### src/rtl/core/xcfe_pkg.sv
package xcfe_pkg;

    localparam int unsigned MAX_RESULTS = 6;
    localparam int unsigned CNT_W       = $clog2(MAX_RESULTS + 1);

    localparam logic [7:0] START_BYTE = 8'hFE;

    // operation codes
    localparam logic OP_START   = 1'b0;
    localparam logic OP_PAYLOAD = 1'b1;

    // status codes
    localparam logic STATUS_OK       = 1'b0;
    localparam logic STATUS_NO_FRAME = 1'b1;

    typedef struct packed {
        logic        operation;
        logic [15:0] function_code;
        logic [15:0] payload_length;
        logic [7:0]  data_byte;
    } t_in_item;

    typedef struct packed {
        logic [7:0] out_byte;
        logic       frame_end;
        logic       last_of_run;
        logic       status;
    } t_out_item;

    typedef struct packed {
        logic        frame_open;
        logic [15:0] bytes_remaining;
        logic [7:0]  running_checksum;
    } t_frame_state;

endpackage

### src/rtl/core/xcfe_build.sv
// Turns one input item plus the current frame state into its full list of
// result beats (in transmit order) and the next frame state.
module xcfe_build (
    input  xcfe_pkg::t_in_item                            i_item,
    input  xcfe_pkg::t_frame_state                        i_state,
    output xcfe_pkg::t_out_item [xcfe_pkg::MAX_RESULTS-1:0] o_results,
    output logic [xcfe_pkg::CNT_W-1:0]                    o_count,
    output xcfe_pkg::t_frame_state                        o_state
);

    logic [7:0]  hdr_sum;
    logic [15:0] rem_dec;
    logic [7:0]  pay_sum;
    logic        empty_frame;

    assign hdr_sum = xcfe_pkg::START_BYTE
                   ^ i_item.function_code[15:8] ^ i_item.function_code[7:0]
                   ^ i_item.payload_length[15:8] ^ i_item.payload_length[7:0];
    assign empty_frame = (i_item.payload_length == 16'd0);
    assign rem_dec     = i_state.bytes_remaining - 16'd1;
    assign pay_sum     = i_state.running_checksum ^ i_item.data_byte;

    always_comb begin
        o_results = '0;
        o_count   = '0;
        o_state   = i_state;
        if (i_item.operation == xcfe_pkg::OP_START) begin
            o_results[0].out_byte = xcfe_pkg::START_BYTE;
            o_results[1].out_byte = i_item.function_code[15:8];
            o_results[2].out_byte = i_item.function_code[7:0];
            o_results[3].out_byte = i_item.payload_length[15:8];
            o_results[4].out_byte = i_item.payload_length[7:0];
            if (empty_frame) begin
                // header then checksum straight away, frame never opens
                o_results[5].out_byte    = hdr_sum;
                o_results[5].frame_end   = 1'b1;
                o_results[5].last_of_run = 1'b1;
                o_count                  = xcfe_pkg::CNT_W'(6);
                o_state                  = '0;
            end else begin
                o_results[4].last_of_run = 1'b1;
                o_count                  = xcfe_pkg::CNT_W'(5);
                o_state.frame_open       = 1'b1;
                o_state.bytes_remaining  = i_item.payload_length;
                o_state.running_checksum = hdr_sum;
            end
        end else if (!i_state.frame_open) begin
            o_results[0].status      = xcfe_pkg::STATUS_NO_FRAME;
            o_results[0].last_of_run = 1'b1;
            o_count                  = xcfe_pkg::CNT_W'(1);
        end else if (rem_dec == 16'd0) begin
            o_results[0].out_byte    = i_item.data_byte;
            o_results[1].out_byte    = pay_sum;
            o_results[1].frame_end   = 1'b1;
            o_results[1].last_of_run = 1'b1;
            o_count                  = xcfe_pkg::CNT_W'(2);
            o_state                  = '0;
        end else begin
            o_results[0].out_byte    = i_item.data_byte;
            o_results[0].last_of_run = 1'b1;
            o_count                  = xcfe_pkg::CNT_W'(1);
            o_state.bytes_remaining  = rem_dec;
            o_state.running_checksum = pay_sum;
        end
    end

endmodule

### src/rtl/core/xor_checksum_frame_encoder.sv
// Frame encoder: a start beat (function code + payload length) emits 0xFE,
// function code hi/lo and length hi/lo, seeding an XOR checksum; each
// payload beat is passed through and folded in, and the checksum byte closes
// the frame after the last payload byte (or right after the header when the
// length is zero). A payload beat with no open frame gives one status=1
// beat. A new start abandons any open frame without its checksum. Each
// input beat is expanded into a shift buffer of up to six result beats,
// which drain one per cycle into the output register unless the receiver
// stalls. Non-closing payload beats are likewise taken one per cycle; a
// start beat holds the buffer until its five result beats (six for an
// empty frame) drain, so the output port then sets the input rate at one
// result beat per cycle. o_valid rises as the first beat enters r_out.
module xor_checksum_frame_encoder (
    input  logic                i_clk,
    input  logic                i_rst_n,
    // input channel
    input  logic                i_valid,
    output logic                o_stall,
    input  xcfe_pkg::t_in_item  i_item,
    // result channel
    output logic                o_valid,
    input  logic                i_stall,
    output xcfe_pkg::t_out_item o_item
);

    // frame state, updated when an input beat is accepted
    xcfe_pkg::t_frame_state r_state;
    xcfe_pkg::t_frame_state n_state;

    // expanded result list for the beat in flight; entry 0 leaves next
    xcfe_pkg::t_out_item [xcfe_pkg::MAX_RESULTS-1:0] n_results;
    xcfe_pkg::t_out_item                            r_buf [xcfe_pkg::MAX_RESULTS];
    logic [xcfe_pkg::CNT_W-1:0]                     r_cnt;
    logic [xcfe_pkg::CNT_W-1:0]                     n_cnt;

    // output register
    xcfe_pkg::t_out_item r_out;
    logic                r_ovalid;

    logic in_accept;
    logic buf_move;

    xcfe_build u_build (
        .i_item    (i_item),
        .i_state   (r_state),
        .o_results (n_results),
        .o_count   (n_cnt),
        .o_state   (n_state)
    );

    // head of buffer advances when the output register is free or draining
    assign buf_move  = (r_cnt != '0) && (!r_ovalid || !i_stall);
    // take a new beat once the buffer is empty or its last beat is leaving
    assign o_stall   = (r_cnt > xcfe_pkg::CNT_W'(1))
                    || ((r_cnt == xcfe_pkg::CNT_W'(1)) && !buf_move);
    assign in_accept = i_valid && !o_stall;

    always_ff @(posedge i_clk) begin
        if (!i_rst_n) begin
            r_state  <= '0;
            r_cnt    <= '0;
            r_ovalid <= 1'b0;
        end else begin
            if (in_accept) begin
                r_state <= n_state;
                r_cnt   <= n_cnt;
            end else if (buf_move) begin
                r_cnt <= r_cnt - xcfe_pkg::CNT_W'(1);
            end

            if (buf_move) begin
                r_ovalid <= 1'b1;
            end else if (!i_stall) begin
                r_ovalid <= 1'b0;
            end
        end
    end

    // payload side, no reset
    always_ff @(posedge i_clk) begin
        if (in_accept) begin
            for (int i = 0; i < xcfe_pkg::MAX_RESULTS; i++) begin
                r_buf[i] <= n_results[i];
            end
        end else if (buf_move) begin
            for (int i = 0; i < xcfe_pkg::MAX_RESULTS - 1; i++) begin
                r_buf[i] <= r_buf[i+1];
            end
        end
        if (buf_move) begin
            r_out <= r_buf[0];
        end
    end

    assign o_valid = r_ovalid;
    assign o_item  = r_out;

    // closed frame holds no leftover count or checksum
    a_closed_clean: assert property (@(posedge i_clk) disable iff (!i_rst_n)
        !r_state.frame_open |-> (r_state.bytes_remaining == 16'd0)
                             && (r_state.running_checksum == 8'd0))
        else $error("closed frame with stale state");

    // an open frame always expects at least one more payload byte
    a_open_nonzero: assert property (@(posedge i_clk) disable iff (!i_rst_n)
        r_state.frame_open |-> (r_state.bytes_remaining != 16'd0))
        else $error("open frame with zero bytes remaining");

    // every accepted beat yields at least one result
    a_accept_fills: assert property (@(posedge i_clk) disable iff (!i_rst_n)
        in_accept |=> (r_cnt != '0))
        else $error("accepted beat produced no results");

    // buffer never holds more than one beat's worth
    a_cnt_bound: assert property (@(posedge i_clk) disable iff (!i_rst_n)
        r_cnt <= xcfe_pkg::CNT_W'(xcfe_pkg::MAX_RESULTS))
        else $error("result buffer overflow");

    // checksum and error beats always close their input beat's run
    a_end_last: assert property (@(posedge i_clk) disable iff (!i_rst_n)
        o_valid && (o_item.frame_end || o_item.status) |-> o_item.last_of_run)
        else $error("frame end or error not marked last of run");

endmodule

### config.mk
export PLATFORM = sky130hd
export DESIGN_NAME = xor_checksum_frame_encoder
export DESIGN_NICKNAME = d
export VERILOG_FILES = /design/src/rtl/core/xcfe_pkg.sv /design/src/rtl/core/xcfe_build.sv /design/src/rtl/core/xor_checksum_frame_encoder.sv
export SDC_FILE = /design/constraint.sdc
export NUM_CORES = 1
export LEC_CHECK = 0
export ABC_AREA = 1
export BUFFER_PORTS_ARGS = -buffer_cell sky130_fd_sc_hd__buf_4
export CORE_MARGIN = 1.5
export CORE_UTILIZATION = 50
export CTS_BUF_LIST = sky130_fd_sc_hd__clkbuf_2 sky130_fd_sc_hd__clkbuf_4 sky130_fd_sc_hd__clkbuf_8
export DETAILED_ROUTE_END_ITERATION = 6
export GPL_TIMING_DRIVEN = 0
export PLACE_DENSITY_LB_ADDON = 0.05
export SLEW_MARGIN = 5
export SYNTH_ARGS = -nofsm -noshare
export SYNTH_HDL_FRONTEND = slang
export SYNTH_SLANG_ARGS = --single-unit
export TNS_END_PERCENT = 5
### constraint.sdc
create_clock -name i_clk -period 6.1 [get_ports i_clk]
set_input_delay 0.61 -clock i_clk [delete_from_list [all_inputs] [get_ports i_clk]]
set_output_delay 0.61 -clock i_clk [all_outputs]
set_load 0.01 [all_outputs]
-- After elaboration in Yosys (flattened, before gate mapping)
Memories as Yosys holds them, arrays and structs flattened. A register that Yosys moved wholly into a read port is not among the register bits.
Index checks and enable logic that the tools add are counted.
- bitwise gates (word level): 10
- multipliers: 0
- divide/modulo/power cells: 0
- shift operators: 0
- reductions and logical operators: 14
- equality and inequality tests: 3
- mux-type cells: 39
- add/sub/neg operators: 2
- order comparisons: 1
- operators by type and width (operator ; count):
    25-bit 2-to-1 mux ; 3
    11-bit 2-to-1 mux ; 5
    8-bit 2-to-1 mux ; 6
    10-bit 2-to-1 mux ; 4
    16-bit zero test ; 2
    8-bit bitwise XOR ; 4
    24-bit 2-to-1 mux ; 1
    16-bit by 1-bit subtractor with 16-bit output (second input constant) ; 1
    1-bit 2-to-1 mux ; 12
    3-bit 2-to-1 mux ; 4
    2-bit 2-to-1 mux ; 4
    7-bit NOT ; 1
    1-bit bitwise OR ; 5
    1-bit zero test ; 4
    2-bit by 1-bit inequality test with 1-bit output (second input constant) ; 2
    3-bit by 1-bit == test with 1-bit output (second input constant) ; 1
    3-bit by 1-bit > comparator with 1-bit output (second input constant) ; 1
    1-bit logical AND ; 3
    3-bit nonzero test ; 1
    3-bit by 1-bit subtractor with 3-bit output (second input constant) ; 1
    1-bit logical OR ; 2
    2-bit AND reduction ; 1
    2-bit nonzero test ; 1
- bits in latches: 0
- memory bits (read-only): 0
- RAM bits: 66
- input port bits: 45
- register bits after elaboration: 29
- memories: 1
- memory list (memory ; depth ; bits a word ; read ports ; clocked after Yosys merged registers in ; write ports ; RTL line ; RTL):
    r_buf ; 6 ; 11 ; 6 ; 1 ; 6 ; xor_checksum_frame_encoder.sv:32 ; xcfe_pkg::t_out_item r_buf [xcfe_pkg::MAX_RESULTS];

-- Longest topological paths before layout
Gate-level depths: netlist of the first run.
- word-level depth: 11
- gate-level depth with buffers: 14
- mapped depth without buffers: 14

-- By module
A second synthesis of the first run with hierarchy kept.
- cells, all modules: 800
- area total of the unflattened synthesis: 6289.8 sq um
- by module, submodules not included (module ; cells an instance ; seq. area each (sq um) ; area an instance (sq um) ; instances):
    xor_checksum_frame_encoder ; 413 ; 2892.8 ; 4346.7 ; 1
    xcfe_build ; 387 ; 0.0 ; 1943.1 ; 1

-- Least setup slack after synthesis of the first run
No wires, ideal clock.
- path type: input to register
- from: input port i_stall
- to: memory r_buf[0][0] in the netlist's numbering (enable)
- required time: 5.690 ns
- path slack: 3.175 ns
- arrival time: 2.515 ns
- stages: 7
- path through: nand2_1 nand2_2 nand2_1 nand3_2 nor2_4 inv_1 nand2_1
- RTL lines (what ; RTL line ; RTL):
    from (decl) ; xor_checksum_frame_encoder.sv:22 ; input logic i_stall,
    to (decl) ; xor_checksum_frame_encoder.sv:32 ;

==> metrics.md, run 1 <==
| Metric | Value |
|---|---|
| Die Y | `106 um` |
| Clock Pin Slew Worst Setup and Hold Paths | `0.10 ns` |
| Largest area contributor in the netlist | `edfxtp_1` |
| Post-synth cell types | `36` |
| Critical Path AT | `between 2 and 3 ns` |
| Leakage | `roughly 2.6 nW` |
| Final ANT Viol Nets | `0` |
| Initial antenna violation count | `0` |
| Slew headroom | `about 59%` |
| M1 WL | `between 5 and 6 mm` |
| Area growth, synth to finish | `15.0%` |
| RePlAce Congestion | `about 0.9` |
| Chip width | `between 100 and 150 um` |
| Clk buf depth | `2` |
| Seq. cell area | `2710 um^2` |
| Ys async rst share | `0%` |
| CP max FO | `39` |
| Reg2reg start | `r_cnt[0]` |
| Top layer in use | `met4` |
| Fillers | `937` |
| Port-buffer cells | `56` |
| Final setup fails | `0` |
| Clk sinks | `100` |
| Final hold vios | `0` |
| Total track usage | `25.5%` |
| Num rows | `37` |
| Count of hold-fix buffers inserted at cts | `0` |
| Fin crit period | `between 2 and 3 ns` |
| Multi-input logic area | `approximately 2200 um^2` |
| First-pass GRT wire length | `21.4 mm` |
| Max rail drop VDD | `around 0.00031 V` |
| Dominant synthesized flop cell | `edfxtp_1` |
| # nets final | `719` |
| Max Slew Vio Count | `0` |
| Hold Path Origin | `r_buf[0][10]` |
| CTS Root Cell | `clkbuf_8` |
| Yosys top cell area share | `approximately two fifths` |
| Post-CTS sizing | `0` |
| Worst Tran Pin Value | `between 0.6 and 0.7 ns` |
| Ys Warns | `0` |
| Worst path required time | `6.17 ns` |
| Syn Std Cell Area | `between 5000 and 6000 um^2` |
| Share of cells above drive strength 1 | `between 10% and 20%` |
| Via density per instance | `5.37` |
| Post-synth EDFFs | `between 70 and 80` |
| Wire length on met3 | `903 um` |
| Fin cells | `just over 800` |
| Sequential fraction of the synthesis area | `between 50 and 60%` |
| Die area | `around 11,000 um^2` |
| Register-to-register setup slack | `3.53 ns` |
| Fmax | `390 MHz` |
| DRT Wirelength | `13.6 mm` |
| Final worst path period share | `a little over two fifths` |
| Diodes inserted | `0` |
| CTS tree | `built` |
| Drc violations | `0` |
| I/O Pins | `58` |
| Gr ovfl total | `0` |
| # Post-CTS Setup Buffers | `0` |
| Largest cells by area after synthesis | `edfxtp_1 41%, dfxtp_1 11%, nand2_1 8.9%, nor2_1 5.1%, inv_1 4.6%` |
| H-tree Lvls | `3` |
| Dpl cells | `794` |
| WL met2 | `6.51 mm` |
| Initial DRC Count | `256` |
| Core area | `roughly 10,000 um^2` |
| 1st-pass router iterations | `4` |
| Post-Synthesis Cells | `roughly 600` |
| CP Class | `reg -> reg` |
| DR WL/cell | `16.8 um` |
| CTS buffer count | `9` |
| Number of max-cap violations | `0` |
| Hold Crit Class | `reg -> reg` |
| Power density cells | `roughly 500 nW/um^2` |
| Worst clock skew | `0.0113 ns` |
| Largest net degree at the start of global routing | `40` |
| Worst skew pair latency | `roughly 0.38 ns` |
| Vias in the first global route | `roughly 4,100` |
| Final HPWL DP | `roughly 10 mm` |
| Synthesized Nets | `~650` |
| Crit path launch type | `register` |
| RSZ-0062 raised after global routing | `no` |
| CP Capture Type | `register` |
| Initial Util | `between 50% and 60%` |
| Status | `finished clean` |
| Vias | `approximately 4,300` |
| Synth Register Bits | `100` |
| Critical path launch point | `r_cnt[0]` |
| Synth Area per Inst | `about 8.8 um^2` |
| Setup TNS | `0 ns` |
-- path summary, 6_finish.rpt --
| path | endpoint | depth (start not counted) |
|---|---|---|
| worst max-delay path | r_buf[4][5] | 10 |
| worst min-delay path | o_item[10] | 0 |
| worst max register to register | r_buf[4][5] | 10 |
| worst min register to register | o_item[10] | 0 |
-- placed cells by master (no fill, tap or decap), drive strengths merged, types with 2 or more instances in the layout --
master,n
nor4,2
o21ai,51
nand3b,7
dfxtp,29
a21oi,22
nand3,49
buf,68
a31oi,12
edfxtp,71
xnor2,23
nand2,130
clkbuf,23
nor3,2
clkinv,3
inv,72
nand4,5
nor2,83
ha,5
xor2,11
o211ai,2
-- critical path: stages (launching register included) --
cell     delay, ns
dfxtp_1       0.40
inv_1         0.08
ha_1          0.19
nand2_1       0.07
nand2_2       0.11
nand2_1       0.09
nand3_2       0.09
nor2_4        0.38
inv_1         0.17
nand2_2       0.37
buf_12        0.29
-- per-stage QoR --
stage | util [%] | total power, W | setup WS [ns] | cell area, um^2 | hold slack [ns]
after floorplan | - | 0.00218 | 3.17 | 5260 | 0.400
after global placement | 56.9 | 0.00257 | 2.36 | 5850 | 0.402
after detailed placement | 57.1 | 0.00261 | 3.44 | 5870 | 0.405
after CTS | 58.9 | 0.00301 | 3.52 | 6050 | 0.432
after global routing | 58.9 | 0.00322 | 3.36 | 6050 | 0.435
final | 58.9 | 0.00301 | 3.53 | 6050 | 0.431
-- synthesized netlist by cell type (6+ instances only) --
| library cell | number |
|---|---|
| a21oi_1 | 13 |
| a21oi_2 | 9 |
| a31oi_1 | 12 |
| buf_2 | 9 |
| clkbuf_1 | 13 |
| dfxtp_1 | 29 |
| edfxtp_1 | 71 |
| inv_1 | 65 |
| nand2_1 | 125 |
| nand3_1 | 39 |
| nand3_2 | 10 |
| nand3b_1 | 7 |
| nor2_1 | 71 |
| nor2_2 | 6 |
| o21ai_0 | 48 |
| xnor2_1 | 22 |
| xor2_1 | 11 |
-- final cells by class --
type                       count  share of cell area, %
sequential                   100                   44.8
multi-input combinational    407                   35.9
timing repair buffer          57                   7.28
inverter                      70                   4.34
tap                          136                   2.81
clock buffer                  10                   2.17
buffer                        24                   1.86
clock inverter                 6                  0.765
-- flip-flops by register name, indices dropped and copies added (netlist names) --
name	flops
r_buf	60
r_state	25
o_valid	1
r_cnt	3
o_item	11
-- logic make-up (layout without fill, tap and decap cells) --
logic type	after synthesis	in the layout	share of synthesized area [%]
AND/OR/NAND/NOR	279	279	24.6
AO/OA/AOI/OAI	89	89	9.71
flip-flops	100	100	51.6
XOR/XNOR	34	34	5.80
buffers and inverters	94	167	7.14
adder cells (fa/ha/maj)	5	5	1.19
-- layer usage --
metal	vias to the layer above	GRT usage, %
li1	2117	-
met1	2043	34.0
met2	163	41.7
met3	24	4.76
met4	0	9.36
met5	-	0
-- power by group --
part           switching, W  internal (W)
sequential         0.000114       0.00115
clock              0.000252      0.000157
combinational      0.000897      0.000435
Note: power is estimated with default switching activity, not from simulation.
==> inputs of run 2 (changes only) <==
--- a/config.mk
+++ b/config.mk
@@ -5,7 +5,7 @@
 export SDC_FILE = /design/constraint.sdc
 export NUM_CORES = 1
 export LEC_CHECK = 0
-export ABC_AREA = 1
+export ABC_AREA = 0
 export BUFFER_PORTS_ARGS = -buffer_cell sky130_fd_sc_hd__buf_4
 export CORE_MARGIN = 1.5
 export CORE_UTILIZATION = 50
==> constraint.sdc (replaced) <==
create_clock -name i_clk -period 2.4 [get_ports i_clk]
set_input_delay 0.24 -clock i_clk [delete_from_list [all_inputs] [get_ports i_clk]]
set_output_delay 0.24 -clock i_clk [all_outputs]
set_load 0.01 [all_outputs]
==> metrics.md, run 2 <==
| Metric | Value |
|---|---|
| Clock Pin Slew Worst Setup and Hold Paths | `~0.10 ns` |
| Fin crit period | `2.36 ns` |
| First-pass GRT wire length | `~23 mm` |
| DRT Wirelength | `~15 mm` |
| DR WL/cell | `between 20 and 25 um` |
| Final ANT Viol Nets | `0` |
| Dominant synthesized flop cell | `edfxtp_1` |
| CP Class | `reg -> reg` |
| Final hold vios | `0` |
| Initial antenna violation count | `0` |
| Fillers | `867` |
| Final worst path period share | `around 98%` |
| Sequential fraction of the synthesis area | `52.8%` |
| Via density per instance | `around 6` |
| Synth Register Bits | `100` |
| Synth Area per Inst | `a little under 10 um^2` |
| Largest area contributor in the netlist | `edfxtp_1` |
| Final WS setup | `between 0.04 and 0.05 ns` |
| Final setup fails | `0` |
| H-tree Lvls | `3` |
| Largest cells by area after synthesis | `edfxtp_1 41%, dfxtp_1 11%, nand2_1 5.6%, o21ai_0 5.1%, xnor2_1 4.9%` |
| Chip width | `around 100 um` |
| Vias | `4,317` |
| Ys async rst share | `0%` |
| Post-Synthesis Cells | `518` |
| Clk sinks | `100` |
| Count of hold-fix buffers inserted at cts | `0` |
| 1st-pass router iterations | `5` |
| Buf/Inv on CP | `1` |
| WL met2 | `between 7 and 8 mm` |
| Vias in the first global route | `4,150` |
| Hold Crit Class | `in -> reg` |
| Gr ovfl total | `0` |
| Critical Path Max Stage Delay | `around 0.53 ns` |
| Fmax | `between 400 and 500 MHz` |
| Post-synth cell types | `64` |
| RSZ-0062 raised after global routing | `no` |
| Slew headroom | `a little over half` |
| Setup TNS | `0 ns` |
| Top layer in use | `met4` |
| Num rows | `36` |
| Hold Path Origin | `i_item[9]` |
| Worst Hold Depth | `3` |
| Leakage | `about 2.3 nW` |
| Critical path launch point | `r_state[9]` |
| Max Slew Vio Count | `0` |
| CP top delay family | `simple AND/OR/NAND/NOR gates` |
| Post-synth EDFFs | `approximately 70` |
| I/O Pins | `58` |
| Most frequent cell after synthesis | `nand2_1` |
| Max reg flops | `60` |
| CTS tree | `built` |
| Area growth, synth to finish | `17.4%` |
| Setup WS pre-CTS | `-0.473 ns` |
| Synthesized Nets | `around 570` |
| Drc violations | `0` |
| Clk buf depth | `2` |
| Worst path required time | `2.58 ns` |
| Most instantiated cells after synthesis | `76 x nand2_1, 71 x edfxtp_1, 52 x o21ai_0` |
| Syn Std Cell Area | `between 5000 and 6000 um^2` |
| Largest Register | `r_buf` |
| Status | `finished clean` |
| Share of cells above drive strength 1 | `20.1%` |
| Die Y | `104 um` |
| Worst r2r path cells | `7` |
| Critical Path AT | `around 2.5 ns` |
| Total track usage | `between 20% and 30%` |
| Slowest library cell on the worst path | `or4b_4` |
| CTS buffer count | `9` |
| CP Capture Type | `register` |
| CP max FO | `7` |
| # nets final | `between 600 and 700` |
| Final HPWL DP | `roughly 11 mm` |
| Worst skew pair latency | `between 0.3 and 0.4 ns` |
| Power density cells | `roughly 1300 nW/um^2` |
| Yosys top cell area share | `roughly two fifths` |
| Worst clock skew | `about 0.013 ns` |
| WP depth | `7` |
| Crit path launch type | `register` |
| Commonest non-fill, non-tap cell in the layout | `nand2_1` |
| Port-buffer cells | `between 50 and 60` |
| Largest net degree at the start of global routing | `52` |
| Initial Util | `a little over half` |
| Ys Warns | `0` |
| Max rail drop VDD | `between 0.0004 and 0.0005 V` |
| Core area | `~9900 um^2` |
| CTS Root Cell | `clkbuf_8` |
| Number of max-cap violations | `0` |
| Die area | `about 11,000 um^2` |
| Worst Tran Pin Value | `around 0.7 ns` |
| RePlAce Congestion | `0.897` |
| Commonest cells after routing, fill and taps aside | `75 x nand2_1, 71 x edfxtp_1, 61 x buf_4` |
| Diodes inserted | `0` |
| Crit path cell chain | `inv_1 -> ha_2 -> or4b_4 -> o21ai_2 -> and3_2 -> a32oi_1 -> o21ai_0` |
| Initial DRC Count | `~320` |
| Reg2reg start | `r_state[9]` |
| Wire length on met3 | `about 940 um` |
| M1 WL | `6.33 mm` |
run 2: cell types whose count changed in the layout (fill, tap and decap cells not counted), moves of 7 or more:
| cell | delta |
|---|---|
| a21o_1 | +7 |
| nor2_1 | -44 |
| o31ai_1 | +10 |
| nand3_1 | -25 |
| o211ai_1 | +7 |
| inv_1 | -49 |
| and3_1 | +7 |
| and2_1 | +8 |
| a21oi_2 | -9 |
| nand2_1 | -49 |
| xnor2_1 | +7 |
run 2: metrics by stage:
step	instance area, um^2	hold slack (ns)	util, %	total power [W]	instances
after floorplan	5140	0.400	-	0.00529	518
after global placement	5740	0.403	58.2	0.00634	708
after detailed placement	5740	0.405	58.2	0.00641	708
after CTS	5980	0.189	60.6	0.00751	725
after global routing	6030	0.208	61.1	0.00802	726
final	6030	0.198	61.1	0.00758	726
run 2: cell type report:
type / instances / area, um^2 / area share (%)
Sequential cell: 100 / 2720 / 45.0
Multi-Input combinational cell: 372 / 2320 / 38.4
Timing Repair Buffer: 60 / 450 / 7.47
Tap cell: 133 / 166 / 2.76
Buffer: 28 / 149 / 2.47
Clock buffer: 10 / 131 / 2.18
Inverter: 17 / 63.8 / 1.06
Clock inverter: 6 / 38.8 / 0.643
run 2: worst min-delay path: stages:
cell     delay (ns)
buf_4          0.12
nand2_1        0.10
a31oi_1        0.08
run 2: where the power goes:
| part | switching (W) | leakage, nW | internal [W] |
|---|---|---|---|
| Combinational | 0.00211 | 1.28 | 0.00117 |
| Clock | 0.000622 | 0.0774 | 0.000386 |
| Sequential | 0.000328 | 0.957 | 0.00297 |
run 2: final timing paths:
check                                    end  slack [ns]
worst max-delay path            r_buf[1][10]        0.04
worst min-delay path              r_state[9]        0.20
worst max register to register  r_buf[1][10]        0.04
worst min register to register     o_item[9]        0.42
run 2: cells by family after synthesis:
logic type / Yosys count / share of synthesized area [%]
AND/OR/NAND/NOR: 184 / 18.0
AO/OA/AOI/OAI: 145 / 17.9
flip-flops: 100 / 52.8
buffers and inverters: 46 / 3.58
XOR/XNOR: 37 / 6.30
adder cells (fa/ha/maj): 5 / 1.22
multiplexers: 1 / 0.219
run 2: layer usage:
metal,vias up,GRT usage [%]
met5,-,0
met4,0,9.62
met3,25,5.01
met2,172,47.1
met1,2065,37.4
li1,2055,-
run 2: timing repair:
action / 4_1_cts / 5_1_grt
setup buffers: 1 / 2
resized for setup: 22 / 20
endpoints found under the hold margin: 0 / 0
endpoints found under the setup margin: 129 / 67
pin swaps: 2 / 2
